### src/hdl/svp_pkg.sv
`timescale 1ns / 1ps
`default_nettype none
// ----------------------------------------------------------------------------
// svp_pkg
// Shared types, constants and the degree sine table for sprite projection.
// ----------------------------------------------------------------------------
package svp_pkg;

   // Heading bounds of the quadrant culling rule
   localparam logic [8:0] H_35  = 9'd35;
   localparam logic [8:0] H_55  = 9'd55;
   localparam logic [8:0] H_125 = 9'd125;
   localparam logic [8:0] H_145 = 9'd145;
   localparam logic [8:0] H_215 = 9'd215;
   localparam logic [8:0] H_235 = 9'd235;
   localparam logic [8:0] H_305 = 9'd305;
   localparam logic [8:0] H_325 = 9'd325;
   localparam logic [8:0] H_359 = 9'd359;
   localparam logic [9:0] FULL_TURN = 10'd360;

   // Configuration register indexes
   localparam logic [1:0] CSR_PLANE_DISTANCE    = 2'd0;
   localparam logic [1:0] CSR_HALF_SCREEN_WIDTH = 2'd1;

   // Q14 sine over a quarter turn
   localparam logic [14:0] QUARTER_SINE [0:90] = '{
      15'd0,     15'd286,   15'd572,   15'd857,   15'd1143,  15'd1428,  15'd1713,
      15'd1997,  15'd2280,  15'd2563,  15'd2845,  15'd3126,  15'd3406,  15'd3686,
      15'd3964,  15'd4240,  15'd4516,  15'd4790,  15'd5063,  15'd5334,  15'd5604,
      15'd5872,  15'd6138,  15'd6402,  15'd6664,  15'd6924,  15'd7182,  15'd7438,
      15'd7692,  15'd7943,  15'd8192,  15'd8438,  15'd8682,  15'd8923,  15'd9162,
      15'd9397,  15'd9630,  15'd9860,  15'd10087, 15'd10311, 15'd10531, 15'd10749,
      15'd10963, 15'd11174, 15'd11381, 15'd11585, 15'd11786, 15'd11982, 15'd12176,
      15'd12365, 15'd12551, 15'd12733, 15'd12911, 15'd13085, 15'd13255, 15'd13421,
      15'd13583, 15'd13741, 15'd13894, 15'd14044, 15'd14189, 15'd14330, 15'd14466,
      15'd14598, 15'd14726, 15'd14849, 15'd14968, 15'd15082, 15'd15191, 15'd15296,
      15'd15396, 15'd15491, 15'd15582, 15'd15668, 15'd15749, 15'd15826, 15'd15897,
      15'd15964, 15'd16026, 15'd16083, 15'd16135, 15'd16182, 15'd16225, 15'd16262,
      15'd16294, 15'd16322, 15'd16344, 15'd16362, 15'd16374, 15'd16382, 15'd16384
   };

   // Classified item passed from front to back
   typedef struct packed {
      logic              culled;
      logic              on_object;
      logic signed [15:0] dx;
      logic signed [15:0] dy;
      logic signed [15:0] sin_q14;
      logic signed [15:0] cos_q14;
   } item_type;

   // Sine in Q14 of an angle 0..359 degrees
   function automatic logic signed [15:0] sine_q14(input logic [8:0] deg);
      logic [14:0] mag;
      logic        neg;
      begin
         mag = '0;
         neg = 1'b0;
         if (deg <= 9'd90) begin
            mag = QUARTER_SINE[deg[6:0]];
         end else if (deg <= 9'd180) begin
            mag = QUARTER_SINE[7'(9'd180 - deg)];
         end else if (deg <= 9'd270) begin
            mag = QUARTER_SINE[7'(deg - 9'd180)];
            neg = 1'b1;
         end else begin
            mag = QUARTER_SINE[7'(9'd360 - deg)];
            neg = 1'b1;
         end
         sine_q14 = neg ? -$signed({1'b0, mag}) : $signed({1'b0, mag});
      end
   endfunction

endpackage
`default_nettype wire

### src/hdl/svp_back.sv
`timescale 1ns / 1ps
`default_nettype none
// ----------------------------------------------------------------------------
// svp_back
// Sequential arithmetic: rotation, scaling, square root and two divisions.
// ----------------------------------------------------------------------------
module svp_back #(
   parameter int TEXTURE_EDGE = 64
) (
   input  wire logic              clock,
   input  wire logic              reset,
   input  wire logic [11:0]       plane_distance,
   input  wire logic [11:0]       half_screen_width,
   input  wire logic              q_empty,
   input  svp_pkg::item_type      q_word,
   output logic                   q_pop,
   output logic                   rsp_strobe,
   output logic                   rsp_visible,
   output logic [23:0]            rsp_distance_q8,
   output logic signed [15:0]     rsp_screen_column,
   output logic [14:0]            rsp_sprite_height
);
   import svp_pkg::*;

   localparam logic [2:0] ST_IDLE   = 3'd0;
   localparam logic [2:0] ST_MUL    = 3'd1;
   localparam logic [2:0] ST_SCALE0 = 3'd2;
   localparam logic [2:0] ST_SCALE1 = 3'd3;
   localparam logic [2:0] ST_ROOT   = 3'd4;
   localparam logic [2:0] ST_CDIV   = 3'd5;
   localparam logic [2:0] ST_HDIV   = 3'd6;
   localparam logic [2:0] ST_DONE   = 3'd7;

   localparam logic [47:0] HEIGHT_SCALE = 48'(TEXTURE_EDGE * 256);

   logic [2:0]         state_ff, state_in;
   logic [5:0]         cnt_ff, cnt_in;
   item_type           item_ff, item_in;
   logic signed [31:0] num_ff, num_in;
   logic signed [31:0] den_ff, den_in;
   logic [31:0]        sq_ff, sq_in;
   logic signed [47:0] acc_ff, acc_in;
   logic [47:0]        rad_ff, rad_in;
   logic [25:0]        srem_ff, srem_in;
   logic [23:0]        root_ff, root_in;
   logic [47:0]        dq_ff, dq_in;
   logic [32:0]        drem_ff, drem_in;
   logic [31:0]        dvs_ff, dvs_in;
   logic               neg_ff, neg_in;
   logic signed [15:0] col_ff, col_in;
   logic [14:0]        hgt_ff, hgt_in;
   logic               strobe_ff, strobe_in;
   logic               vis_ff, vis_in;
   logic [23:0]        dist_ff, dist_in;
   logic signed [15:0] ocol_ff, ocol_in;
   logic [14:0]        ohgt_ff, ohgt_in;

   logic signed [15:0] rx;
   logic signed [15:0] mul_a, mul_b;
   logic signed [31:0] prod;
   logic signed [47:0] num_ext, den_ext, p_ext, w_ext;
   logic [25:0]        srem_sh, trial;
   logic               s_ge;
   logic [25:0]        srem_nx;
   logic [23:0]        root_nx;
   logic [32:0]        drem_sh;
   logic               d_ge;
   logic [32:0]        drem_nx;
   logic [47:0]        dq_nx;

   assign rx = item_ff.on_object ? 16'sd1 : item_ff.dx;

   // Operand select for the shared 16x16 multiplier
   always_comb begin
      case (cnt_ff)
         6'd0:    begin mul_a = item_ff.dy; mul_b = item_ff.cos_q14; end
         6'd1:    begin mul_a = rx;         mul_b = item_ff.sin_q14; end
         6'd2:    begin mul_a = rx;         mul_b = item_ff.cos_q14; end
         6'd3:    begin mul_a = item_ff.dy; mul_b = item_ff.sin_q14; end
         6'd4:    begin mul_a = item_ff.dx; mul_b = item_ff.dx;      end
         default: begin mul_a = item_ff.dy; mul_b = item_ff.dy;      end
      endcase
   end
   assign prod = mul_a * mul_b;

   assign num_ext = 48'(num_ff);
   assign den_ext = 48'(den_ff);
   assign p_ext   = 48'($signed({1'b0, plane_distance}));
   assign w_ext   = 48'($signed({1'b0, half_screen_width}));

   // One square root digit
   assign srem_sh = {srem_ff[23:0], rad_ff[47:46]};
   assign trial   = {root_ff, 2'b01};
   assign s_ge    = (srem_sh >= trial);
   assign srem_nx = s_ge ? (srem_sh - trial) : srem_sh;
   assign root_nx = {root_ff[22:0], s_ge};

   // One restoring division bit
   assign drem_sh = {drem_ff[31:0], dq_ff[47]};
   assign d_ge    = (drem_sh >= {1'b0, dvs_ff});
   assign drem_nx = d_ge ? (drem_sh - {1'b0, dvs_ff}) : drem_sh;
   assign dq_nx   = {dq_ff[46:0], d_ge};

   // Sequencer
   always_comb begin
      state_in  = state_ff;
      cnt_in    = cnt_ff;
      item_in   = item_ff;
      num_in    = num_ff;
      den_in    = den_ff;
      sq_in     = sq_ff;
      acc_in    = acc_ff;
      rad_in    = rad_ff;
      srem_in   = srem_ff;
      root_in   = root_ff;
      dq_in     = dq_ff;
      drem_in   = drem_ff;
      dvs_in    = dvs_ff;
      neg_in    = neg_ff;
      col_in    = col_ff;
      hgt_in    = hgt_ff;
      strobe_in = 1'b0;
      vis_in    = vis_ff;
      dist_in   = dist_ff;
      ocol_in   = ocol_ff;
      ohgt_in   = ohgt_ff;
      q_pop     = 1'b0;
      case (state_ff)
         ST_IDLE: begin
            if (!q_empty) begin
               q_pop   = 1'b1;
               item_in = q_word;
               num_in  = '0;
               den_in  = '0;
               sq_in   = '0;
               cnt_in  = '0;
               if (q_word.culled) begin
                  strobe_in = 1'b1;
                  vis_in    = 1'b0;
                  dist_in   = '0;
                  ocol_in   = '0;
                  ohgt_in   = '0;
               end else begin
                  state_in = ST_MUL;
               end
            end
         end
         ST_MUL: begin
            case (cnt_ff)
               6'd0:    num_in = num_ff + prod;
               6'd1:    num_in = num_ff - prod;
               6'd2:    den_in = den_ff + prod;
               6'd3:    den_in = den_ff + prod;
               default: sq_in  = sq_ff + 32'(prod);
            endcase
            if (cnt_ff == 6'd5) begin
               cnt_in   = '0;
               state_in = ST_SCALE0;
            end else begin
               cnt_in = cnt_ff + 6'd1;
            end
         end
         ST_SCALE0: begin
            acc_in   = num_ext * p_ext;
            state_in = ST_SCALE1;
         end
         ST_SCALE1: begin
            acc_in   = acc_ff + den_ext * w_ext;
            rad_in   = {sq_ff, 16'd0};
            srem_in  = '0;
            root_in  = '0;
            cnt_in   = '0;
            state_in = ST_ROOT;
         end
         ST_ROOT: begin
            srem_in = srem_nx;
            root_in = root_nx;
            rad_in  = {rad_ff[45:0], 2'b00};
            cnt_in  = cnt_ff + 6'd1;
            if (cnt_ff == 6'd23) begin
               cnt_in  = '0;
               drem_in = '0;
               if (den_ff == 32'sd0) begin
                  if (num_ff > 32'sd0)      col_in = 16'sh7fff;
                  else if (num_ff < 32'sd0) col_in = 16'sh8000;
                  else col_in = $signed({4'd0, half_screen_width});
                  // Divide height scale by the fresh root
                  dq_in    = HEIGHT_SCALE * {36'd0, plane_distance};
                  dvs_in   = {8'd0, root_nx};
                  state_in = ST_HDIV;
               end else begin
                  dq_in    = acc_ff[47] ? 48'(-acc_ff) : 48'(acc_ff);
                  dvs_in   = den_ff[31] ? 32'(-den_ff) : 32'(den_ff);
                  neg_in   = acc_ff[47] ^ den_ff[31];
                  state_in = ST_CDIV;
               end
            end
         end
         ST_CDIV: begin
            dq_in   = dq_nx;
            drem_in = drem_nx;
            cnt_in  = cnt_ff + 6'd1;
            if (cnt_ff == 6'd47) begin
               // Saturate the column
               if (neg_ff) begin
                  col_in = (dq_nx > 48'd32768) ? 16'sh8000 : 16'(-$signed(dq_nx[16:0]));
               end else begin
                  col_in = (dq_nx > 48'd32767) ? 16'sh7fff : $signed(dq_nx[15:0]);
               end
               cnt_in   = '0;
               drem_in  = '0;
               dq_in    = HEIGHT_SCALE * {36'd0, plane_distance};
               dvs_in   = {8'd0, root_ff};
               state_in = ST_HDIV;
            end
         end
         ST_HDIV: begin
            dq_in   = dq_nx;
            drem_in = drem_nx;
            cnt_in  = cnt_ff + 6'd1;
            if (cnt_ff == 6'd47) begin
               // Zero divisor gives all ones and lands on the ceiling
               hgt_in   = (dq_nx > 48'd32767) ? 15'h7fff : dq_nx[14:0];
               cnt_in   = '0;
               state_in = ST_DONE;
            end
         end
         ST_DONE: begin
            strobe_in = 1'b1;
            vis_in    = 1'b1;
            dist_in   = root_ff;
            ocol_in   = col_ff;
            ohgt_in   = hgt_ff;
            state_in  = ST_IDLE;
         end
         default: begin
            state_in = ST_IDLE;
         end
      endcase
   end

   always_ff @(posedge clock) begin
      if (reset) begin
         state_ff  <= ST_IDLE;
         cnt_ff    <= '0;
         strobe_ff <= 1'b0;
      end else begin
         state_ff  <= state_in;
         cnt_ff    <= cnt_in;
         strobe_ff <= strobe_in;
      end
   end

   // Datapath registers
   always_ff @(posedge clock) begin
      item_ff <= item_in;
      num_ff  <= num_in;
      den_ff  <= den_in;
      sq_ff   <= sq_in;
      acc_ff  <= acc_in;
      rad_ff  <= rad_in;
      srem_ff <= srem_in;
      root_ff <= root_in;
      dq_ff   <= dq_in;
      drem_ff <= drem_in;
      dvs_ff  <= dvs_in;
      neg_ff  <= neg_in;
      col_ff  <= col_in;
      hgt_ff  <= hgt_in;
      vis_ff  <= vis_in;
      dist_ff <= dist_in;
      ocol_ff <= ocol_in;
      ohgt_ff <= ohgt_in;
   end

   assign rsp_strobe        = strobe_ff;
   assign rsp_visible       = vis_ff;
   assign rsp_distance_q8   = dist_ff;
   assign rsp_screen_column = ocol_ff;
   assign rsp_sprite_height = ohgt_ff;

endmodule
`default_nettype wire

### config.mk
export PLATFORM = sky130hd
export DESIGN_NAME = svp_back
export DESIGN_NICKNAME = d
export VERILOG_FILES = /design/src/hdl/svp_pkg.sv /design/src/hdl/svp_back.sv
export SDC_FILE = /design/constraint.sdc
export NUM_CORES = 2
export LEC_CHECK = 0
export BUFFER_PORTS_ARGS = -buffer_cell sky130_fd_sc_hd__buf_2
export CAP_MARGIN = 20
export CORE_MARGIN = 2
export CORE_UTILIZATION = 55
export CTS_CLUSTER_DIAMETER = 50
export DETAILED_ROUTE_END_ITERATION = 16
export PLACE_DENSITY = 0.71
export SLEW_MARGIN = 20
export SYNTH_ARGS = -nofsm -noshare
export SYNTH_HDL_FRONTEND = slang
export SYNTH_SLANG_ARGS = --single-unit
### constraint.sdc
create_clock -name clock -period 14.05 [get_ports clock]
set_input_delay 0.7025 -clock clock [delete_from_list [all_inputs] [get_ports clock]]
set_output_delay 0.7025 -clock clock [all_outputs]
set_load 0.02 [all_outputs]
* Word-level counts from Yosys, hierarchy flattened
Index checks and enable logic that the tools add are counted.
W data, S select, Z words.
** Word-level totals
- Flip-flop bits (word level) :: 515
- Input port bits :: 93
- Word-level logic and storage cells :: 169
** Operators by class
- $add $sub $neg :: 11
- Multipliers :: 3
- Order comparisons :: 6
- Equal/unequal tests :: 25
- Muxes and demuxes :: 68
- Bitwise operators :: 3
- Reduce and logical (&&, ||, !) cells :: 28
** Operators with widths (count)
- $mux W32 :: 10
- $pmux W32 S2 :: 5
- $mux W48 :: 4
- $pmux W48 S2 :: 2
- $mux W16 :: 11
- $pmux W24 S2 :: 3
- $pmux W48 S3 :: 1
- $add A32 B32 Y32 :: 3
- $pmux W16 S2 :: 3
- $pmux W32 S3 :: 1
- $mul A32 B13 Y45 :: 2
- $mux W24 :: 3
- $sub A32 B32 Y32 :: 2
- $add A48 B45 Y48 :: 1
- $gt A48 B15 Y1 const B :: 1
- $gt A48 B16 Y1 const B :: 1
- $neg A48 Y48 :: 1
- $pmux W16 S3 :: 1
- $ge A33 B32 Y1 :: 1
- $gt A32 B1 Y1 const B :: 1
- $logic_not A32 Y1 :: 1
- $lt A32 B1 Y1 const B :: 1
- $mul A16 B16 Y32 :: 1
- $neg A32 Y32 :: 1
- 36 further kinds :: 83

* Depth between registers and ports, before layout
- Word-level depth :: 7
- Gate-level depth with buffers :: 44
- Depth with buffers taken out :: 42

* Worst setup path after synthesis
Ideal clock, no wire load.
- Path kind :: flip-flop to flip-flop
- Start point :: register cnt_ff[4]
- End point :: register num_ff[31], data pin
- Setup time :: 0.140 ns
- Arrival time :: 10.390 ns
- Slack :: 3.520 ns
- Stages on the path, launching flop included :: 43
- Period minus slack after synthesis :: 10.530 ns
- Cell sequence :: dfxtp_1 > clkbuf_1 > nor4_2 > o21ai_0 > and2_0 > clkbuf_1 > clkbuf_1 > a22oi_1 > nor2_1 > fa_1 > inv_1 > fa_1 > inv_1 > ha_1 > inv_1 > fa_1 > inv_1 > fa_1 > [... 7 more ...] > o21ai_0 > xor2_1 > or3_1 > o31ai_1 > a21boi_0 > xor2_1 > ha_1 > and4_1 > and3_1 > and3_1 > a211o_1 > a211o_1 > a311o_1 > a31o_2 > a21oi_1 > xor2_1 > xnor3_1 > nor2_1
** On the way
- Word-level cells in the longest chain between the ends :: 7
** RTL lines
- from (decl) :: RTL line svp_back.sv:37 : logic [5:0] cnt_ff, cnt_in;
- from (signal assigned) :: RTL line svp_back.sv:249 : cnt_ff <= cnt_in;
- $eq A6 B2 Y1 (tied with other cells) :: RTL line svp_back.sv:75 : case (cnt_ff)
- $reduce_or A2 Y1 (no source line)
- $pmux W16 S3 or $pmux W16 S2 (tied branches) :: RTL line svp_back.sv:75
- $mul A16 B16 Y32 :: RTL line svp_back.sv:84 : assign prod = mul_a * mul_b;
- $sub A32 B32 Y32 or $add A32 B32 Y32 (tied branches) :: RTL line svp_back.sv:151, svp_back.sv:150
- $pmux W32 S2 (*) :: RTL line svp_back.sv:149 : case (cnt_ff)
- $pmux W32 S2 (*) :: RTL line svp_back.sv:128 : case (state_ff)
- to (signal assigned) :: RTL line svp_back.sv:257 : num_ff <= num_in;
- to (decl) :: RTL line svp_back.sv:39 : logic signed [31:0] num_ff, num_in;
Mark *: on every way between the ends. The rest lies on a longest branch, timed or not.
A chain may end at the register's enable or synchronous reset.

* Worst setup path in the final report
- Start point :: register cnt_ff[2]
- End point :: register num_ff[31], data pin
Same word-level chain as after synthesis.

==> results.json <==
{
  "outcome": "completed",
  "r2r_end": "num_ff[31]$_SDFFCE_PN0P_",
  "drtIter0Drc": 4553,
  "avgSynthCellArea_um2": 9.44,
  "ys_warn_count": 0,
  "synth.largest_area_cell": "fa_1",
  "synth_area_leaders": "fa_1, edfxtp_1, ha_1",
  "synthSimpleGateAreaFrac_pct": 15.8,
  "crit_type": "flop to flop",
  "tightest_slew_ns": 1.15,
  "drc": 0,
  "ctsResizeCount": 0,
  "layout_worst_path_cycle_share_pct": 82.5,
  "cts_tree": "yes",
  "cts_setup_buffers": 0,
  "worst_path_largest_cell_delay_ns": 0.84,
  "synth_fa_ha_area_share_pct": 38.2,
  "max_freq_ghz": 0.0862,
  "ys.flop_type": "edfxtp_1",
  "worstHoldStart": "q_word[0]",
  "synth_area_um2": 66600,
  "hold_end": "item_ff[0]$_DFFE_PP_",
  "yosys.cell_types.count": 91,
  "async_flop_share_pct": 0,
  "period_needed_ns": 11.60,
  "drtAntennaViolNets": 0,
  "nNetsFinal": 8605,
  "drive_above_1_share_pct": 5.88,
  "cpMostUsedCell": "fa_1",
  "viasPerCell": 5.81,
  "min_path_cells": 1,
  "relSlewSlack_pct": 22.4,
  "drt-total-wl_um": 187000,
  "synth_compound_area_share_pct": 10.6,
  "cts-root-buf": "clkbuf_16",
  "final.setup.tns_ns": 0,
  "finClkSkew_ns": 0.0445,
  "synth_edf_count": 489,
  "cts_hold_buf": 0,
  "port_buffers": 150,
  "vias": 50800,
  "startpoint_type": "flop",
  "synthMuxAreaShare_pct": 0.408,
  "crit_path_end_kind": "flop",
  "ys_ff_latch": 499,
  "drv_slew": 0,
  "grt_overflow": 0,
  "cap_violations": 0,
  "cts_made_buffers": 72,
  "area_delta_synth_final_pct": 7.52,
  "rows": 127,
  "num_io_pins": 151,
  "cp.arrival_ns": 12.11,
  "synthCells": 7053,
  "hpwl_um": 146000,
  "setup_viol": 0,
  "yosysSeqAreaShare_pct": 22.4,
  "reg2regPathDepth": 35,
  "clock-sinks": 499,
  "synthXorXnorAreaFrac_pct": 4.56,
  "firstDrtPassIters": 10,
  "hold_viol": 0,
  "antenna_found_initial": 4,
  "critPathSlowestCell": "o311ai_1",
  "clkTransAtPathRegs_ns": 0.06,
  "die_h_um": 352,
  "start_util_pct": 55.5,
  "grt_setup_unrepaired": "no",
  "synth_nets": 8584,
  "r2r_slack_ns": 2.45,
  "htreeDepth": 3,
  "synth_top_area_share_pct": 29.8,
  "crit_required_ns": 14.56,
  "die_w_um": 352,
  "reg2reg_from": "cnt_ff[2]$_SDFFE_PP0P_",
  "place_congestion": 0.979,
  "clk_latency_ns": 0.69,
  "grt_pass1_vias": 52100,
  "grtUsageTotal_pct": 30.6,
  "core_area_um2": 120000,
  "synth_top_family_by_area": "adder cells",
  "wire_per_inst_um": 21.4,
  "cts_buffer_depth": 3,
  "path_max_fanout": 31,
  "min_path_type": "input port to flop",
  "grt_max_degree": 67,
  "grt_pass1_wl_um": 295000,
  "dieArea_um2": 124000
}
[metrics by stage]
| stage | setup WS [ns] | utilization (%) | cells | area (µm²) | hold slack [ns] |
|---|---|---|---|---|---|
| finish | 2.45 | 59.7 | 8742 | 71600 | 0.193 |
| global route | 1.73 | 59.7 | 8741 | 71600 | 0.173 |
| CTS | 2.34 | 59.6 | 8739 | 71500 | 0.169 |
| global placement | 2.61 | 57.5 | 8610 | 69000 | 0.490 |
| floorplan | 3.52 | - | 7053 | 66600 | 0.474 |
| detailed placement | 2.41 | 57.5 | 8610 | 69000 | 0.503 |
[flip-flops by register name, summed over array words and instances, names as in the netlist]
register / count
dq_ff: 48
rsp_sprite_height: 15
state_ff: 3
sq_ff: 32
root_ff: 24
acc_ff: 48
col_ff: 16
hgt_ff: 15
drem_ff: 32
dvs_ff: 32
cnt_ff: 6
item_ff: 65
rsp_visible: 1
rsp_screen_column: 16
den_ff: 32
rsp_strobe: 1
srem_ff: 24
rad_ff: 32
neg_ff: 1
rsp_distance_q8: 24
num_ff: 32
[cell families (layout without fill, tap and decap cells)]
logic type,after synthesis,count (layout)
DFF,499,499
other,0,1
and+or+nand+nor,2228,2228
muxes,27,27
adders and majority gates,1441,1441
AOI/OAI and AO/OA,1094,1094
xor gates and xnor gates,344,344
buffers and inverters,1420,1496
[layout make-up]
cell class                      count  area [µm²]
Multi-Input combinational cell   5134       46500
Timing Repair Buffer              233        1410
Tap cell                         1612        2020
Antenna cell                        1        2.50
Inverter                         1134        4260
Clock buffer                       77        1820
Sequential cell                   499       14900
Fill cell                       10200       48400
Clock inverter                     52         674
[synthesized netlist by cell type, types with 26 or more instances]
master,instances
inv_1,1133
fa_1,991
nand2_1,857
nor2_1,500
edfxtp_1,489
ha_1,447
and2_1,438
a21oi_1,312
clkbuf_1,270
o21ai_0,241
xnor2_1,189
xor2_1,153
a21o_1,114
nand2b_1,82
nor3_1,58
o21a_1,53
nand3_1,49
a211oi_1,42
o31ai_1,42
and3_1,40
or3_1,37
nor2b_1,33
nor4_1,30
o21bai_1,30
a22oi_1,28
a31oi_1,26
mux2i_1,26
[per-layer routing]
metal / vias to the layer above / global-route usage (%) / share of wire (%)
met1: 25500 / 39.5 / 39
met4: 6 / 13.9 / 5.2
met2: 2009 / 50.2 / 48
li1: 22900 / - / -
met3: 429 / 5.86 / 8.0
met5: - / 0 / 0.021
[how the worst max path moves through the flow]
stage                      startpoint  cells after the start                  endpoint
4_1_cts        cnt_ff[0]$_SDFFE_PP0P_                     41  num_ff[31]$_SDFFCE_PN0P_
5_1_grt        cnt_ff[2]$_SDFFE_PP0P_                     35  num_ff[31]$_SDFFCE_PN0P_
6_report       cnt_ff[2]$_SDFFE_PP0P_                     35  num_ff[31]$_SDFFCE_PN0P_
3_3_place_gp   cnt_ff[2]$_SDFFE_PP0P_                     35  num_ff[31]$_SDFFCE_PN0P_
3_5_place_dp   cnt_ff[0]$_SDFFE_PP0P_                     41  num_ff[31]$_SDFFCE_PN0P_
2_1_floorplan  cnt_ff[4]$_SDFFE_PP0P_                     42  num_ff[31]$_SDFFCE_PN0P_
[worst max-delay path, delay by kind of cell, from the launching register on]
kind	cells	cell delay, ns
AOI/OAI and AO/OA	12	4.48
xor gates and xnor gates	3	0.77
adders and majority gates	8	3.73
buffers and inverters	3	0.15
DFF	1	0.40
and+or+nand+nor	9	1.86
[cells in the final DEF (no fill, tap or decap), types with 32 or more instances in the layout]
cell / instances
a211oi_1: 42
and2_1: 438
and3_1: 40
nand3_1: 48
edfxtp_1: 489
nor3_1: 56
nand2b_1: 81
a21o_1: 114
nor2_1: 495
o21a_1: 53
or3_1: 37
xor2_1: 153
a21oi_1: 310
o31ai_1: 42
buf_4: 81
o21ai_0: 236
nor2b_1: 32
xnor2_1: 187
ha_1: 447
fa_1: 991
clkbuf_16: 72
buf_2: 150
inv_1: 1132
nand2_1: 854
Power is not shown: default switching activity piles up to over one toggle a cycle in this logic, so the estimate is an artifact.
