===== config.mk =====
export PLATFORM = sky130hd
export DESIGN_NAME = svp_queue
export DESIGN_NICKNAME = d
export VERILOG_FILES = /design/src/hdl/svp_pkg.sv /design/src/hdl/svp_queue.sv
export SDC_FILE = /design/constraint.sdc
export NUM_CORES = 1
export LEC_CHECK = 0
export ABC_AREA = 1
export BUFFER_PORTS_ARGS = -buffer_cell sky130_fd_sc_hd__buf_2
export CAP_MARGIN = 40
export CORE_ASPECT_RATIO = 0.75
export CORE_UTILIZATION = 45
export DETAILED_ROUTE_END_ITERATION = 12
export PLACE_DENSITY = 0.68
export SYNTH_ARGS = -nofsm -noshare
export SYNTH_HDL_FRONTEND = slang
export SYNTH_SLANG_ARGS = --single-unit

===== constraint.sdc =====
create_clock -name clock -period 7.54 [get_ports clock]
set_input_delay 0 -clock clock [delete_from_list [all_inputs] [get_ports clock]]
set_output_delay 0 -clock clock [all_outputs]
set_load 0.1 [all_outputs]

===== src/hdl/svp_pkg.sv =====
`timescale 1ns / 1ps
`default_nettype none
// ----------------------------------------------------------------------------
// svp_pkg
// Shared types, constants and the degree sine table for sprite projection.
// ----------------------------------------------------------------------------
package svp_pkg;

   // Heading bounds of the quadrant culling rule
   localparam logic [8:0] H_35  = 9'd35;
   localparam logic [8:0] H_55  = 9'd55;
   localparam logic [8:0] H_125 = 9'd125;
   localparam logic [8:0] H_145 = 9'd145;
   localparam logic [8:0] H_215 = 9'd215;
   localparam logic [8:0] H_235 = 9'd235;
   localparam logic [8:0] H_305 = 9'd305;
   localparam logic [8:0] H_325 = 9'd325;
   localparam logic [8:0] H_359 = 9'd359;
   localparam logic [9:0] FULL_TURN = 10'd360;

   // Configuration register indexes
   localparam logic [1:0] CSR_PLANE_DISTANCE    = 2'd0;
   localparam logic [1:0] CSR_HALF_SCREEN_WIDTH = 2'd1;

   // Q14 sine over a quarter turn
   localparam logic [14:0] QUARTER_SINE [0:90] = '{
      15'd0,     15'd286,   15'd572,   15'd857,   15'd1143,  15'd1428,  15'd1713,
      15'd1997,  15'd2280,  15'd2563,  15'd2845,  15'd3126,  15'd3406,  15'd3686,
      15'd3964,  15'd4240,  15'd4516,  15'd4790,  15'd5063,  15'd5334,  15'd5604,
      15'd5872,  15'd6138,  15'd6402,  15'd6664,  15'd6924,  15'd7182,  15'd7438,
      15'd7692,  15'd7943,  15'd8192,  15'd8438,  15'd8682,  15'd8923,  15'd9162,
      15'd9397,  15'd9630,  15'd9860,  15'd10087, 15'd10311, 15'd10531, 15'd10749,
      15'd10963, 15'd11174, 15'd11381, 15'd11585, 15'd11786, 15'd11982, 15'd12176,
      15'd12365, 15'd12551, 15'd12733, 15'd12911, 15'd13085, 15'd13255, 15'd13421,
      15'd13583, 15'd13741, 15'd13894, 15'd14044, 15'd14189, 15'd14330, 15'd14466,
      15'd14598, 15'd14726, 15'd14849, 15'd14968, 15'd15082, 15'd15191, 15'd15296,
      15'd15396, 15'd15491, 15'd15582, 15'd15668, 15'd15749, 15'd15826, 15'd15897,
      15'd15964, 15'd16026, 15'd16083, 15'd16135, 15'd16182, 15'd16225, 15'd16262,
      15'd16294, 15'd16322, 15'd16344, 15'd16362, 15'd16374, 15'd16382, 15'd16384
   };

   // Classified item passed from front to back
   typedef struct packed {
      logic              culled;
      logic              on_object;
      logic signed [15:0] dx;
      logic signed [15:0] dy;
      logic signed [15:0] sin_q14;
      logic signed [15:0] cos_q14;
   } item_type;

   // Sine in Q14 of an angle 0..359 degrees
   function automatic logic signed [15:0] sine_q14(input logic [8:0] deg);
      logic [14:0] mag;
      logic        neg;
      begin
         mag = '0;
         neg = 1'b0;
         if (deg <= 9'd90) begin
            mag = QUARTER_SINE[deg[6:0]];
         end else if (deg <= 9'd180) begin
            mag = QUARTER_SINE[7'(9'd180 - deg)];
         end else if (deg <= 9'd270) begin
            mag = QUARTER_SINE[7'(deg - 9'd180)];
            neg = 1'b1;
         end else begin
            mag = QUARTER_SINE[7'(9'd360 - deg)];
            neg = 1'b1;
         end
         sine_q14 = neg ? -$signed({1'b0, mag}) : $signed({1'b0, mag});
      end
   endfunction

endpackage
`default_nettype wire


===== src/hdl/svp_queue.sv =====
`timescale 1ns / 1ps
`default_nettype none
// ----------------------------------------------------------------------------
// svp_queue
// Two-word queue between the classifying front and the arithmetic back.
// ----------------------------------------------------------------------------
module svp_queue (
   input  wire logic              clock,
   input  wire logic              reset,
   input  wire logic              push,
   input  svp_pkg::item_type      push_word,
   input  wire logic              pop,
   output svp_pkg::item_type      pop_word,
   output logic                   empty,
   output logic                   full
);
   import svp_pkg::*;

   item_type   mem_ff [0:1];
   logic       wr_ptr_ff, wr_ptr_in;
   logic       rd_ptr_ff, rd_ptr_in;
   logic [1:0] count_ff, count_in;

   assign empty    = (count_ff == 2'd0);
   assign full     = (count_ff == 2'd2);
   assign pop_word = mem_ff[rd_ptr_ff];

   // Advance pointers and count
   always_comb begin
      wr_ptr_in = push ? ~wr_ptr_ff : wr_ptr_ff;
      rd_ptr_in = pop ? ~rd_ptr_ff : rd_ptr_ff;
      count_in  = count_ff + 2'(push) - 2'(pop);
   end

   always_ff @(posedge clock) begin
      if (reset) begin
         wr_ptr_ff <= 1'b0;
         rd_ptr_ff <= 1'b0;
         count_ff  <= 2'd0;
      end else begin
         wr_ptr_ff <= wr_ptr_in;
         rd_ptr_ff <= rd_ptr_in;
         count_ff  <= count_in;
      end
   end

   // Store the pushed word
   always_ff @(posedge clock) begin
      if (push) begin
         mem_ff[wr_ptr_ff] <= push_word;
      end
   end

endmodule
`default_nettype wire


* Yosys cells after proc, flatten, opt, wreduce, memory -nomap -nowiden *
Memory sizes are Yosys's and may differ from the RTL's. A register that Yosys moved wholly into a read port is not among the register bits.
Index checks and enable logic that the tools add are counted.

operators by class
  eq/ne operators = 1
  multiplexer cells = 4
  reductions and logical operators = 1
  $add $sub $neg = 2
  bitwise logic cells = 2

operators by type and width
  cell                  number
  $mux W1               4
  $add A2 B1 Y2         1
  $eq A2 B2 Y1 const B  1
  $logic_not A2 Y1      1
  $not A1 Y1            2
  $sub A2 B1 Y2         1

storage, ports and cells
  word-level logic and storage cells = 14
  bits in registers = 4
  bits in writable memories = 132
  input bits = 70
  memories = 1
  output and inout bits = 68

memories
  memory  words  bits a word  rd ports  clocked after memory_dff  write ports  RTL line         RTL
  mem_ff  2      66           1         1                         1            svp_queue.sv:19  item_type mem_ff [0:1];

* Logic depth before layout (Yosys ltp) *
Gate-level depths: netlist (run 1).

  depth in word-level cells = 3
  depth in mapped cells = 9
  gate-level depth less buffers = 9

* Worst setup path before layout (run 1) *
Ideal clock, no wire load.

  path kind = register to register
  start point = register wr_ptr_ff
  end point = memory mem_ff[0][0] in the netlist's numbering (enable)
  path slack = 3.971 ns
  cell stages (with the launch flop) = 2
  path buffers = 0
  setup time = 0.492 ns
  data required time = 7.048 ns
  data arrival time = 3.077 ns
  period minus slack after synthesis = 3.569 ns
  cell sequence = dfxtp_1 -> nor2_1

RTL lines
  item                      RTL line         RTL
  start: declaration        svp_queue.sv:20  logic wr_ptr_ff, wr_ptr_in;
  start signal: assignment  svp_queue.sv:41  wr_ptr_ff <= wr_ptr_in;
  end: declaration          svp_queue.sv:19

No word-level cell before the write port.

==> flow_summary.json, run 1 <==
{
  "status": "finished with violations",
  "violations": "DRC",
  "cts_num_sinks": 137,
  "dp_hpwl_um": 5543,
  "tightestPinTransition_ps": 714.8,
  "yosysSeqAreaShare": 0.7895,
  "final_nets": 530,
  "crit_chain": "buf_16 -> mux2_2 -> buf_2",
  "yosys.area_share.adder": 0.004861,
  "syn_avg_cell_area_um2": 21.81,
  "min_path_type": "in -> reg",
  "grt_pass1_vias": 2945,
  "start_kind": "register",
  "worst-endpoint-required_ps": 7540,
  "syn_inst": 236,
  "ys_seq_elements": 137,
  "path_clk_slew_ps": 60,
  "syn_nets": 308,
  "final_cells": 611,
  "grt_max_degree": 53,
  "io_pins": 138,
  "cts_root_buf": "clkbuf_16",
  "synth.area.top_cells": "edfxtp_1 77%, mux2_4 12%, mux2_2 5.7%, dfxtp_1 1.9%, buf_6 1.1%",
  "max_freq_ghz": 0.4840,
  "overflow": 0,
  "p_switching_uw": 663.3,
  "synth.area.mux_share": 0.1736,
  "hold_viol": 0,
  "dieWidth_um": 125.5,
  "layout_min_cycle_time_ps": 2066,
  "rows": 33,
  "antenna_found_initial": 0,
  "dr.pass1.iters": 11,
  "grtUsageTotal": 0.1669,
  "coreArea_mm2": 0.01102,
  "p_comb_frac": 0.222,
  "maxCapViolations": 0,
  "clkPwrFrac": 0.361,
  "peakVddDrop_v": 0.0001715,
  "seqPwrFrac": 0.417,
  "drc_errors": 9,
  "setup_viol": 0,
  "ys_types": 14,
  "num_antenna_cells": 0,
  "h-tree-depth": 4,
  "synth_xor_area_frac": 0.001702,
  "slew_violations": 0,
  "syn_area_mm2": 0.005147,
  "netlist.area_leader.share": 0.7701,
  "timing.final.crit_share": 0.2740,
  "endpoint_kind": "primary output",
  "dp.cells": 509,
  "synth_top_family_by_area": "multiplexers",
  "start_util": 0.4669,
  "reg2reg_slack_ps": 5610,
  "ys_warn_count": 0,
  "synthToLayoutAreaGrowth_pct": 40.96,
  "p_leak_nw": 2.892,
  "routed_wl_um": 9514,
  "die_h_um": 94.63,
  "cp_max_fo": 37,
  "final_core_util": 0.6582,
  "crit_arrival_ps": 2070,
  "dp_slack_ps": 5555,
  "drt-initial-drc-count": 201,
  "clock_latency_ps": 400,
  "rsz0062_at_grt": "false",
  "drive_above_1_share": 0.5032,
  "synth_top_cell_by_area": "edfxtp_1",
  "fin_total_pwr_mw": 2.156,
  "p_sw_frac": 0.3076,
  "post_drt_via_cell_ratio": 4.668,
  "slew_headroom": 0.5235,
  "ant_nets": 0,
  "synth-compound-area-share": 0.0009723,
  "routabilityCongestion": 0.6575,
  "crit_type": "reg -> out",
  "routedWlPerCell_um": 15.57,
  "fin_skew_ps": 4.768,
  "cts_tree": "done",
  "clk_path_buf_depth": 2,
  "synthSimpleGateAreaFrac": 0.01070,
  "grt_pass1_wl_um": 14460,
  "fin_ws_ps": 5474,
  "p_int_mw": 1.493,
  "cpPeakStageDelay_ps": 660,
  "cpMaxStageDelayCell": "dfxtp_4",
  "vias": 2852,
  "fin_tns_setup_ps": 0,
  "port_buffers": 137,
  "power_density_mw_per_mm2": 297.2,
  "cts_buffers": 17,
  "fp.dieArea_mm2": 0.01188
}
## flip-flops by register name, summed over array words and instances (netlist names), named ones only
signal,count
count_ff,2
mem_ff,132
rd_ptr_ff,1
wr_ptr_ff,1
## metal layers
metal | wire [µm] | track usage
met1 | 4210 | 0.1990
met2 | 4558 | 0.2787
met3 | 620 | 0.05326
met4 | 124 | 0.08028
met5 | 0 | 0
## placed cells by master, fill, tap and decap left out, types with 4 or more instances in the layout
| cell type | count |
|---|---|
| dfxtp_1 | 4 |
| clkbuf_16 | 17 |
| clkinv_2 | 6 |
| mux2_2 | 26 |
| edfxtp_1 | 132 |
| dlygate4sd3_1 | 70 |
| mux2_4 | 40 |
| nand2_1 | 4 |
| inv_1 | 7 |
| clkbuf_1 | 4 |
| buf_2 | 137 |
| nor2_1 | 7 |
## area by class of cell
class | instances | area [µm²]
clock buffer | 22 | 454.2
clock inverter | 10 | 105.1
fill | 776 | 3769
inverter | 8 | 30.03
multi-input combinational | 84 | 994.7
sequential | 137 | 4068
tap | 140 | 175.2
timing repair buffer | 210 | 1429
## power by group through the flow
stage	Combinational, mW	Sequential (mW)	Clock [mW]
after floorplan	0.391	0.907	0
after global placement	0.435	0.923	0
after detailed placement	0.450	0.916	0
after CTS	0.480	0.900	0.792
after global routing	0.495	0.903	0.817
final	0.478	0.900	0.778
## synthesized netlist by cell type
library cell,instances
buf_2,2
edfxtp_1,132
mux2_2,26
inv_1,8
nor3_1,1
dfxtp_1,5
buf_6,5
nand3_1,1
mux2_4,40
nand2_1,4
xnor2_1,1
ha_1,2
nor2_1,8
a21oi_1,1
## worst max-delay path: cells and delay by family (launching register included)
family | cells | cell delay (ps)
muxes | 1 | 370
DFF | 1 | 660
buffers and inverters | 2 | 610
## worst paths after layout
kind | startpoint | to | depth (start not counted)
worst min register to register | rd_ptr_ff | rd_ptr_ff | 2
worst max register to register | wr_ptr_ff | mem_ff[1][12] | 3
worst max-delay path | register | pop_word[0] | 3
worst min-delay path | push_word[20] | mem_ff[1][20] | 2
## stage by stage
| stage | hold WS (ps) | instance area [µm²] |
|---|---|---|
| finish | 316.5 | 7256 |
| global route | 310.9 | 7256 |
| CTS | 297.0 | 7256 |
| detailed placement | 191.8 | 5996 |
| global placement | 188.0 | 5968 |
| floorplan | 71.22 | 5147 |
## kinds of logic after synthesis
group,Yosys count
adder cells (fa/ha/maj),2
flip-flops,137
multiplexers,66
buffers and inverters,15
AND/OR/NAND/NOR,14
XOR/XNOR,1
AO/OA/AOI/OAI,1
## repair_timing
item	in CTS	in global routing
hold buffers	70	0
resized for setup	0	0
endpoints found under the setup margin	0	0
hold endpoints to repair	137	0
buffers inserted	0	0
Note: power is estimated with default switching activity, not from simulation.
==> inputs of run 2 (changes only) <==
--- a/config.mk
+++ b/config.mk
@@ -5,13 +5,13 @@
 export SDC_FILE = /design/constraint.sdc
 export NUM_CORES = 1
 export LEC_CHECK = 0
-export ABC_AREA = 1
+export ABC_AREA = 0
 export BUFFER_PORTS_ARGS = -buffer_cell sky130_fd_sc_hd__buf_2
 export CAP_MARGIN = 40
 export CORE_ASPECT_RATIO = 0.75
 export CORE_UTILIZATION = 45
 export DETAILED_ROUTE_END_ITERATION = 12
-export PLACE_DENSITY = 0.68
+export PLACE_DENSITY = 0.71
 export SYNTH_ARGS = -nofsm -noshare
 export SYNTH_HDL_FRONTEND = slang
 export SYNTH_SLANG_ARGS = --single-unit
==> constraint.sdc (replaced) <==
create_clock -name clock -period 1.8 [get_ports clock]
set_input_delay 0 -clock clock [delete_from_list [all_inputs] [get_ports clock]]
set_output_delay 0 -clock clock [all_outputs]
set_load 0.1 [all_outputs]
==> run 2 against run 1 <==
Net effect: the run still ends with DRC left; clock power grew to 4.6 times the previous value; routed wire length grew 1.8%; first-iteration DRC count shrank 5.0%; die area shrank 0.15%; non-clock buffer count grew 6; highest routed layer unchanged; register-to-register slack lost 5200 ps; synthesized area shrank 0.15%; total power grew to 4.5 times the previous value.
==> flow_summary.json, run 2 <==
{
  "status": "finished with violations",
  "cts_buffers": 17,
  "yosysSeqAreaShare": 0.7907,
  "antenna_found_initial": 0,
  "num_antenna_cells": 0,
  "ant_nets": 0,
  "routed_wl_um": 9682,
  "slew_headroom": 0.6505,
  "cts_num_sinks": 137,
  "drt-initial-drc-count": 191,
  "dieWidth_um": 125.4,
  "power_density_mw_per_mm2": 1288,
  "routabilityCongestion": 0.6822,
  "timing.critical_path.buf_inv": 2,
  "routedWlPerCell_um": 15.98,
  "drive_above_1_share": 0.5172,
  "fp.dieArea_mm2": 0.01186,
  "syn_inst": 226,
  "fillers": 723,
  "synth_edf_count": 132,
  "setup_viol": 0,
  "max_freq_ghz": 0.5712,
  "largest_reg_flops": 132,
  "die_h_um": 94.56,
  "clk_path_buf_depth": 2,
  "crit_chain": "bufbuf_16 -> mux2_4 -> clkbuf_4",
  "crit_family": "buffers and inverters",
  "drc_errors": 11,
  "peakVddDrop_v": 0.001418,
  "fin_tns_setup_ps": 0,
  "clock_latency_ps": 410,
  "coreArea_mm2": 0.01102,
  "rows": 33,
  "p_leak_nw": 2.960,
  "hold_viol": 0,
  "reg_top3": "mem_ff: 132 flops, count_ff: 2 flops",
  "r2r_cells": 2,
  "netlist.area_leader.share": 0.7712,
  "synth_top_cell_by_area": "edfxtp_1",
  "p_switching_mw": 2.967,
  "ys_seq_elements": 137,
  "clkPwrFrac": 0.369,
  "cts_root_buf": "clkbuf_16",
  "fin_skew_ps": 7.011,
  "start_kind": "register",
  "cp_max_fo": 14,
  "grtUsageTotal": 0.1741,
  "ys_top_cells_by_count": "132 x edfxtp_1, 40 x mux2_4, 26 x mux2_2",
  "h-tree-depth": 4,
  "worst-endpoint-required_ps": 1800,
  "cts_tree": "done",
  "maxCapViolations": 0,
  "cp_num_cells": 3,
  "p_comb_frac": 0.237,
  "final_common_cell": "edfxtp_1",
  "dr.pass1.iters": 9,
  "cpMaxStageDelayCell": "dfxtp_4",
  "timing.final.crit_share": 0.9726,
  "post_drt_via_cell_ratio": 4.736,
  "grt_pass1_vias": 3010,
  "p_int_mw": 6.642,
  "dp_hpwl_um": 5719,
  "synthToLayoutAreaGrowth_pct": 45.11,
  "p_sw_frac": 0.3088,
  "port_buffers": 137,
  "grt_pass1_wl_um": 15060,
  "seqPwrFrac": 0.394,
  "start_util": 0.4662,
  "slew_violations": 0,
  "vias": 2870,
  "synth.area.top_cells": "edfxtp_1 77%, mux2_4 12%, mux2_2 5.7%, dfxtp_1 1.9%, buf_6 1.1%",
  "syn_area_mm2": 0.005140,
  "synthArstFlopShare": 0,
  "syn_nets": 298,
  "path_clk_slew_ps": 60,
  "crit_arrival_ps": 1750,
  "rsz0062_at_grt": "false",
  "tightestPinTransition_ps": 527.9,
  "ys_types": 13,
  "min_path_type": "in -> reg",
  "crit_type": "reg -> out",
  "layout_min_cycle_time_ps": 1751,
  "syn_avg_cell_area_um2": 22.74,
  "grt_max_degree": 67,
  "synth.most_common_cell": "edfxtp_1",
  "endpoint_kind": "primary output",
  "violations": "DRC",
  "final_core_util": 0.6765,
  "regMostFlops": "mem_ff",
  "final_cell_mix": "132 x edfxtp_1, 123 x buf_2, 70 x dlygate4sd3_1",
  "io_pins": 138,
  "overflow": 0,
  "holdPathStages": 2,
  "synth_ff_type": "edfxtp_1",
  "cpPeakStageDelay_ps": 420,
  "final_nets": 526,
  "ys_warn_count": 0
}
[run 2: changes by cell type in the layout (fill, tap and decap cells not counted), moves of 3 or more]
| cell | delta |
|---|---|
| buf_2 | -14 |
| nand2_1 | -4 |
| buf_12 | +6 |
| clkinv_2 | -6 |
| buf_4 | +13 |
| inv_1 | -5 |
| clkinv_1 | +3 |
[run 2: final timing paths]
kind | from | endpoint | slack [ps]
hold / removal | push_word[9] | mem_ff[0][9] | 310
setup reg to reg | wr_ptr_ff | mem_ff[1][18] | 460
setup / recovery | register | pop_word[30] | 50
hold reg to reg | rd_ptr_ff | rd_ptr_ff | 530
[run 2: worst register-to-register path, stage by stage (launching register included)]
cell	delay, ps
dfxtp_1	400
and2_4	380
buf_4	260
[run 2: repair_timing]
action | in CTS | in global routing
gates resized for setup | 0 | 25
pin swaps | 0 | 0
buffers inserted | 2 | 0
hold buffers | 70 | 0
hold endpoints to repair | 137 | 0
endpoints found under the setup margin | 37 | 13
cloned | 1 | 0
[run 2: final cells by class]
| type | instances | area (µm²) | share of cell area |
|---|---|---|---|
| inverter | 2 | 7.507 | 0.001007 |
| multi-input combinational | 80 | 1012 | 0.1357 |
| sequential | 137 | 4068 | 0.5454 |
| timing repair buffer | 216 | 1589 | 0.2131 |
| clock inverter | 12 | 173.9 | 0.02332 |
| clock buffer | 19 | 432.9 | 0.05804 |
| tap | 140 | 175.2 | 0.02349 |
[run 2: through the flow]
step                      hold slack [ps]  worst slack [ps]  cell area, µm²  cells  total power [mW]
final                               309.6             49.38            7458    606             9.609
after detailed placement            191.6             388.7            6071    502             5.962
after CTS                           292.0             13.44            7426    606             9.670
after global routing                302.4            0.2603            7458    606             9.920
after floorplan                     71.61             53.90            5149    226             5.611
after global placement              187.4             403.7            6071    502             5.934
[run 2: metal layers]
metal  wire length (µm)  part of all wire  vias to the layer above  track usage
met5                  0                 0                        -            0
met4                121             0.012                        0      0.07622
met3                650             0.067                       13      0.06006
met2               4818              0.50                      110       0.2910
met1               4091              0.42                     1399       0.2078
li1                   -                 -                     1348            -
[run 2: cell families after synthesis]
family / count (synthesis) / share of synthesized area
multiplexers: 66 / 0.1738
flip-flops: 137 / 0.7907
adder cells (fa/ha/maj): 2 / 0.004868
XOR/XNOR: 3 / 0.007790
buffers and inverters: 9 / 0.01436
AND/OR/NAND/NOR: 9 / 0.008522
[run 2: power by group through the flow]
stage	clock network, mW	registers (mW)	logic (mW)
after floorplan	0	3.83	1.78
after global routing	3.76	3.80	2.36
after detailed placement	0	3.86	2.10
after global placement	0	3.84	2.09
after CTS	3.62	3.79	2.27
final	3.55	3.79	2.28
==> inputs of run 3 (changes only) <==
--- a/config.mk
+++ b/config.mk
@@ -12,6 +12,7 @@
 export CORE_UTILIZATION = 45
 export DETAILED_ROUTE_END_ITERATION = 12
 export PLACE_DENSITY = 0.71
+export RECOVER_POWER = 50
 export SYNTH_ARGS = -nofsm -noshare
 export SYNTH_HDL_FRONTEND = slang
 export SYNTH_SLANG_ARGS = --single-unit
==> run 3 against run 2 <==
Net effect: the run still ends with DRC left; utilization is 0.65 points lower; worst hold slack better by 5.7 ps; worst setup slack worse by 1.7 ps; total power is 0.18% lower; non-clock buffer count stayed put; critical path depth stayed put; via count is 1.1% higher; final cell count stayed put; clock power hardly changed; largest power group unchanged; combinational power hardly changed; critical path type unchanged; clock-buffer cell count stayed put; global-route usage stayed put.
==> flow_summary.json, run 3 (same netlist as run 2, synthesis figures left out) <==
{
  "status": "finished with violations",
  "violations": "DRC",
  "num_antenna_cells": 0,
  "start_util": 0.4662,
  "dp_slack_ps": 388.7,
  "drive_above_1_share": 0.4185,
  "drc_errors": 11,
  "p_int_mw": 6.624,
  "h-tree-depth": 4,
  "maxCapViolations": 0,
  "grt_max_degree": 67,
  "cts_root_buf": "clkbuf_16",
  "busiest_layer": "met2",
  "crit_chain": "bufbuf_16 -> mux2_4 -> clkbuf_4",
  "antenna_found_initial": 0,
  "hold_viol": 0,
  "r2r_cells": 2,
  "max_freq_ghz": 0.5707,
  "dieWidth_um": 125.4,
  "routed_wl_um": 9655,
  "fin_tns_setup_ps": 0,
  "drt-initial-drc-count": 208,
  "final_cell_mix": "132 x edfxtp_1, 73 x buf_2, 70 x dlygate4sd3_1",
  "synthToLayoutAreaGrowth_pct": 43.72,
  "cp_max_fo": 14,
  "cts_buffers": 17,
  "crit_arrival_ps": 1750,
  "clkPwrFrac": 0.370,
  "path_clk_slew_ps": 60,
  "cts_num_sinks": 137,
  "met1_usage": 0.2078,
  "rows": 33,
  "die_h_um": 94.56,
  "min_path_type": "in -> reg",
  "fp.dieArea_mm2": 0.01186,
  "regMostFlops": "mem_ff",
  "rsz0062_at_grt": "false",
  "cpMaxStageDelayCell": "dfxtp_4",
  "grt_use_met3": 0.06006,
  "fin_skew_ps": 6.276,
  "worst-endpoint-required_ps": 1800,
  "power_density_mw_per_mm2": 1298,
  "routabilityCongestion": 0.6822,
  "slew_violations": 0,
  "dr.pass1.iters": 8,
  "grt_pass1_vias": 3010,
  "endpoint_kind": "primary output",
  "overflow": 0,
  "coreArea_mm2": 0.01102,
  "clock_latency_ps": 410,
  "fin_ws_ps": 47.66,
  "reg_top3": "mem_ff: 132 flops, count_ff: 2 flops",
  "layout_min_cycle_time_ps": 1752,
  "final_nets": 526,
  "io_pins": 138,
  "seqPwrFrac": 0.395,
  "routedWlPerCell_um": 15.93,
  "vias": 2901,
  "final_common_cell": "edfxtp_1",
  "grtUsageTotal": 0.1741,
  "grt_pass1_wl_um": 15060,
  "post_drt_via_cell_ratio": 4.787,
  "setup_viol": 0,
  "port_buffers": 137,
  "crit_type": "reg -> out",
  "tightestPinTransition_ps": 986.8,
  "p_leak_nw": 2.829,
  "p_comb_frac": 0.236,
  "dp_hpwl_um": 5719,
  "slew_headroom": 0.3422,
  "holdPathStages": 2,
  "grtUsageMet2": 0.2910,
  "peakVddDrop_v": 0.001421,
  "clk_path_buf_depth": 2,
  "cpPeakStageDelay_ps": 420,
  "ant_nets": 0,
  "cts_tree": "done",
  "timing.final.crit_share": 0.9735,
  "fillers": 752,
  "largest_reg_flops": 132,
  "start_kind": "register",
  "p_sw_frac": 0.3094,
  "p_switching_mw": 2.967
}
==> run 3: cell types whose count changed in the layout (fill, tap and decap cells not counted) <==
| cell | previous run | this run |
|---|---|---|
| buf_12 | 6 | 5 |
| and2_2 | 0 | 1 |
| clkbuf_4 | 1 | 2 |
| buf_1 | 0 | 1 |
| clkbuf_2 | 0 | 4 |
| clkbuf_1 | 2 | 47 |
| buf_2 | 123 | 73 |
| and2_4 | 1 | 0 |
==> run 3: power groups by stage <==
stage | combinational (mW) | sequential [mW] | clock (mW)
finish | 2.26 | 3.79 | 3.54
global route | 2.33 | 3.80 | 3.76
CTS | 2.27 | 3.79 | 3.62
detailed placement | 2.10 | 3.86 | 0
global placement | 2.09 | 3.84 | 0
floorplan | 1.78 | 3.83 | 0
==> run 3: metal layers <==
layer / share of wire / routed length, µm
met1: 0.42 / 4085
met4: 0.012 / 114
met2: 0.50 / 4843
met3: 0.063 / 611
met5: 0 / 0
==> run 3: layout make-up <==
class                      count  area, µm²  share of cell area
clock buffer                  19      432.9             0.05860
clock inverter                12      173.9             0.02354
inverter                       2      7.507            0.001016
multi-input combinational     80       1011              0.1369
sequential                   137       4068              0.5506
tap                          140      175.2             0.02371
timing repair buffer         216       1519              0.2056
==> run 3: what timing repair did <==
item / 4_1_cts / 5_1_grt
resized for setup: 0 / 25
hold buffers: 70 / 0
endpoints found under the setup margin: 37 / 13
endpoints found under the hold margin: 137 / 0
cloned: 1 / 0
buffers inserted: 2 / 0
pin swaps: 0 / 0
==> run 3: worst paths after layout <==
kind,startpoint,to,slack [ps]
max,register,pop_word[30],50
min,push_word[9],mem_ff[0][9],320
max reg2reg,wr_ptr_ff,mem_ff[0][29],150
min reg2reg,rd_ptr_ff,rd_ptr_ff,520
==> run 3: worst max-delay path: cells and delay by family, from the launching register on <==
kind / cells / cell delay (ps)
buf+inv: 2 / 610
mux: 1 / 300
flops: 1 / 420
==> run 3: stage by stage <==
step,utilization,power [mW],instance area (µm²),hold slack [ps],std cells
final,0.6701,9.591,7387,315.3,606
after global routing,0.6701,9.902,7387,302.4,606
after CTS,0.6736,9.670,7426,292.0,606
after detailed placement,0.5507,5.962,6071,191.6,502
after global placement,0.5507,5.934,6071,187.4,502
after floorplan,-,5.611,5149,71.61,226
